<file path="src/design/ofb_pkg.sv">
`timescale 1ns / 1ps
`default_nettype none
// ----------------------------------------------------------------------------
// ofb_pkg
// Shared constants, request codes and control types of the page framebuffer.
// ----------------------------------------------------------------------------
package ofb_pkg;

  localparam int COLUMNS    = 128;
  localparam int PAGES      = 8;
  localparam int ROWS       = 8 * PAGES;
  localparam int STORE_SIZE = COLUMNS * PAGES;
  localparam int GROUP_LEN  = COLUMNS + 3;
  localparam int ADDR_W     = $clog2(STORE_SIZE);
  localparam int PAGE_W     = (PAGES > 1) ? $clog2(PAGES) : 1;
  localparam int BYTE_W     = $clog2(GROUP_LEN);

  localparam logic [7:0] CMD_PAGE_BASE = 8'hB0;
  localparam logic [7:0] CMD_COL_LO    = 8'h00;
  localparam logic [7:0] CMD_COL_HI    = 8'h10;

  typedef enum logic [1:0] {
    REQ_DRAW  = 2'd0,
    REQ_CLEAR = 2'd1,
    REQ_START = 2'd2,
    REQ_TICK  = 2'd3
  } req_e;

  typedef enum logic [1:0] {
    ST_CLEAR,
    ST_IDLE,
    ST_DRAW_WR,
    ST_TICK_OUT
  } state_e;

  // controller to datapath
  typedef struct packed {
    logic accept;
    logic draw_wr;
    logic clr_wr;
    logic start;
    logic emit;
  } ofb_cmd_t;

  // datapath to controller
  typedef struct packed {
    logic draw_ok;
    logic active;
    logic clr_last;
    logic out_free;
  } ofb_sts_t;

endpackage
`default_nettype wire

</file>
<file path="src/design/ofb_ctrl.sv">
`timescale 1ns / 1ps
`default_nettype none
// ----------------------------------------------------------------------------
// ofb_ctrl
// Request sequencer: store clearing sweep, draw read-modify-write, refresh tick.
// ----------------------------------------------------------------------------
module ofb_ctrl
  import ofb_pkg::*;
(
  input  wire logic     clk_i,
  input  wire logic     rst_ni,
  input  wire logic     req_valid_i,
  input  wire req_e     req_type_i,
  input  wire ofb_sts_t sts_i,
  output logic          req_ready_o,
  output ofb_cmd_t      cmd_o
);

  state_e state_q, state_d;

  always_ff @(posedge clk_i or negedge rst_ni) begin
    if (!rst_ni) begin
      state_q <= ST_CLEAR;
    end else begin
      state_q <= state_d;
    end
  end

  always_comb begin
    state_d     = state_q;
    cmd_o       = '0;
    req_ready_o = 1'b0;
    case (state_q)
      ST_CLEAR: begin
        cmd_o.clr_wr = 1'b1;
        if (sts_i.clr_last) begin
          state_d = ST_IDLE;
        end
      end
      ST_IDLE: begin
        req_ready_o  = 1'b1;
        cmd_o.accept = req_valid_i;
        if (req_valid_i) begin
          case (req_type_i)
            REQ_DRAW: begin
              if (sts_i.draw_ok) begin
                state_d = ST_DRAW_WR;
              end
            end
            REQ_CLEAR: state_d = ST_CLEAR;
            REQ_START: cmd_o.start = 1'b1;
            REQ_TICK: begin
              // drop the tick when no refresh runs
              if (sts_i.active) begin
                state_d = ST_TICK_OUT;
              end
            end
            default: state_d = ST_IDLE;
          endcase
        end
      end
      ST_DRAW_WR: begin
        cmd_o.draw_wr = 1'b1;
        state_d       = ST_IDLE;
      end
      ST_TICK_OUT: begin
        // hold until the output register can take the byte
        if (sts_i.out_free) begin
          cmd_o.emit = 1'b1;
          state_d    = ST_IDLE;
        end
      end
      default: state_d = ST_CLEAR;
    endcase
  end

endmodule
`default_nettype wire

</file>
<file path="config.mk">
export PLATFORM = sky130hd
export DESIGN_NAME = ofb_ctrl
export DESIGN_NICKNAME = d
export VERILOG_FILES = /design/src/design/ofb_pkg.sv /design/src/design/ofb_ctrl.sv
export SDC_FILE = /design/constraint.sdc
export NUM_CORES = 1
export LEC_CHECK = 0
export BUFFER_PORTS_ARGS = -buffer_cell sky130_fd_sc_hd__clkbuf_2
export CAP_MARGIN = 20
export CORE_AREA = 2 2 39 41
export CTS_CLUSTER_DIAMETER = 80
export DETAILED_ROUTE_END_ITERATION = 8
export DIE_AREA = 0 0 41 43
export PLACE_DENSITY = 0.37
export SYNTH_ARGS = -nofsm -noshare
export SYNTH_HDL_FRONTEND = slang
export SYNTH_SLANG_ARGS = --single-unit
</file>
<file path="constraint.sdc">
create_clock -name clk_i -period 1.1 [get_ports clk_i]
set_input_delay 0 -clock clk_i [delete_from_list [all_inputs] [get_ports clk_i]]
set_output_delay 0 -clock clk_i [all_outputs]
set_load 0.005 [all_outputs]
</file>
==> out/results.txt <==
status: finished clean
Worst EP required: 1.10 ns
layout cells sized above 1: 0.659
Synth Area per Inst: 9.13 um^2
clock buffer count from CTS: 3
clock-pin slew on the worst setup and hold paths: 0.03 ns
area leader, netlist: dfrtp_1
Starting Density: 0.112
PwrDens: 1190 mW/mm^2
Critical Path Sink Type: output pin
Least-Margin Pin Slew: 0.286 ns
post-route cell area: 325 um^2
adder-cell share of the synthesized area: 0
capture point of the worst reg-to-reg path: state_q[0]
final worst-path cycle share: 1.00
Synth Warn #: 0
met2 usage: 0.0750
most common cell after layout, fill and taps aside: clkbuf_2
Max H-tree Level: 1
post-layout net count: 52
Antenna Violating Nets Remaining: 0
endpoints failing hold: 0
Fillers: 157
Final Max Tran Viols: 0
full die area: 0.00176 mm^2
Setup crit start: state_q[1]
Worst setup SP type: register
DR vias: 215
row cnt: 14
Post-Syn Area: 155 um^2
Critical Path AT: 1.10 ns
area delta synth->final: 110%
gpl congestion: 0.589
HPWL Detailed: 385 um
xor and xnor area share after synthesis: 0
post-DR vias/cell: 3.77
n_diodes: 0
Seq cells post-synth: 2
maximum clock rate: 909 MHz
peak supply drop: 0.400 mV
setup total negative slack: 0 ns
io pins: 15
RSZ-0062 raised after global routing: yes
All-Layer GR Usage: 0.0753
worst-path maximum fanout: 3
grt ovf: 0
M3 GR Usage: 0.0681
die width: 41 um
CTS tree: done
vias in the first global route: 196
worst hold margin: 0.0445 ns
Slew headroom: 0.807
core area: 0.00138 mm^2
Die Ht: 43 um
Clock Skew: 0.000865 ns
Iter 0 DRT Violations: 1
Synth Area in Compound Gates: 0.129
met1 usage: 0.0932
post-synthesis mux area share: 0
antenna violations before repair: 0
worst r2r src: state_q[0]
r2r worst-path depth: 3
largest net degree at the start of global routing: 6
worst setup path endpoint: cmd_o[4]
first-pass GRT wire length: 800 um
DRC: 0
Synth area leaders: dfrtp_1 32%, nor2b_4 8.9%, nor3b_2 8.1%
Top Registers: state_q x2
top-area cell type share of the netlist area: 0.323
deepest clock path buffer count: 2
max_cap viols: 0
final setup vio count: 0
placed cell areas: 260 um^2
largest family of logic cells by synthesized area: simple AND/OR/NAND/NOR gates
Leak Pwr: 0.182 nW
Final Util: 0.235
Synth cell types: 14
Final min period: 1.10 ns
Syn Nets: 26
most frequent cells in the layout: 13 x clkbuf_2, 5 x buf_4, 3 x nor2_1, 3 x clkbuf_4
detail-routed net length per standard cell: 8.49 um
worst reg-to-reg setup slack: 0.15 ns
router iterations before antenna repair: 2
simple-gate share of the synthesized area: 0.524
Worst Hold Class: in2reg
Worst Setup Path Type: reg2out
max FFs per register: 2
Worst-Skew Late Latency: 0.23 ns
register area share after synthesis: 0.323
GRT Max-Usage Layer: met1
Top reg by flops: state_q
clk root buf: clkbuf_4
wirelength, routed: 484 um
Post-Synthesis Cells: 17
port bufs: 14
TritonCTS Sinks: 2
repair_timing:
action / CTS / global route
resized for setup: 0 / 1
hold buffers: 2 / 0
hold endpoints to repair: 3 / 0
pin swaps: 2 / 1
buffers inserted: 3 / 0
setup endpoints to repair: 1 / 3
power breakdown:
part	total, mW	switching, mW	internal (mW)
combinational	0.135	0.0523	0.0827
clock	0.164	0.0434	0.120
sequential	0.0897	0.00712	0.0826
worst min path at each step:
| stage | startpoint | endpoint | slack, ns | cells after the start |
|---|---|---|---|---|
| floorplan | rst_ni | state_q[0] | -0.30 | 0 |
| global placement | rst_ni | state_q[0] | -0.21 | 1 |
| detailed placement | rst_ni | state_q[0] | -0.21 | 1 |
| CTS | sts_i[1] | state_q[0] | 0.04 | 3 |
| global route | sts_i[1] | state_q[0] | 0.06 | 3 |
| finish | sts_i[1] | state_q[0] | 0.04 | 3 |
kinds of logic (layout without fill, tap and decap cells):
group / after synthesis / after routing
buffers and inverters: 1 / 25
flip-flops: 2 / 2
AND/OR/NAND/NOR: 11 / 11
AO/OA/AOI/OAI: 3 / 3
cell usage after synthesis:
cell	count
a31oi_1	1
and2b_2	1
and3_2	1
dfrtp_1	2
inv_1	1
nand2_1	1
nand2_2	1
nor2_1	3
nor2b_4	1
nor3b_1	1
nor3b_2	1
nor4bb_1	1
o21bai_1	1
o22ai_1	1
area by class of cell:
type / count / area [um^2] / share of cell area
tap: 16 / 20.0 / 0.0615
sequential: 2 / 50.0 / 0.154
timing repair buffer: 21 / 128 / 0.392
inverter: 1 / 3.75 / 0.0115
clock buffer: 3 / 22.5 / 0.0692
multi-input combinational: 14 / 101 / 0.312
stage by stage:
step | setup WS [ns] | power, mW | instances
after global placement | 0.141 | 0.203 | 49
after CTS | -0.0212 | 0.398 | 57
after detailed placement | 0.135 | 0.202 | 49
final | 0.0000565 | 0.388 | 57
after floorplan | 0.285 | 0.141 | 17
after global routing | -0.0851 | 0.429 | 57
layer usage:
metal / up-vias / wire [um]
li1: 108 / -
met1: 89 / 221
met2: 16 / 158
met3: 2 / 93
met4: 0 / 11
met5: - / 0
worst max-delay path, stage by stage (launching register included):
cell      delay [ns]
dfrtp_1         0.39
nor2b_4         0.13
nand2_2         0.08
buf_4           0.13
inv_1           0.04
clkbuf_2        0.10
(Power assumes the default switching activity.)
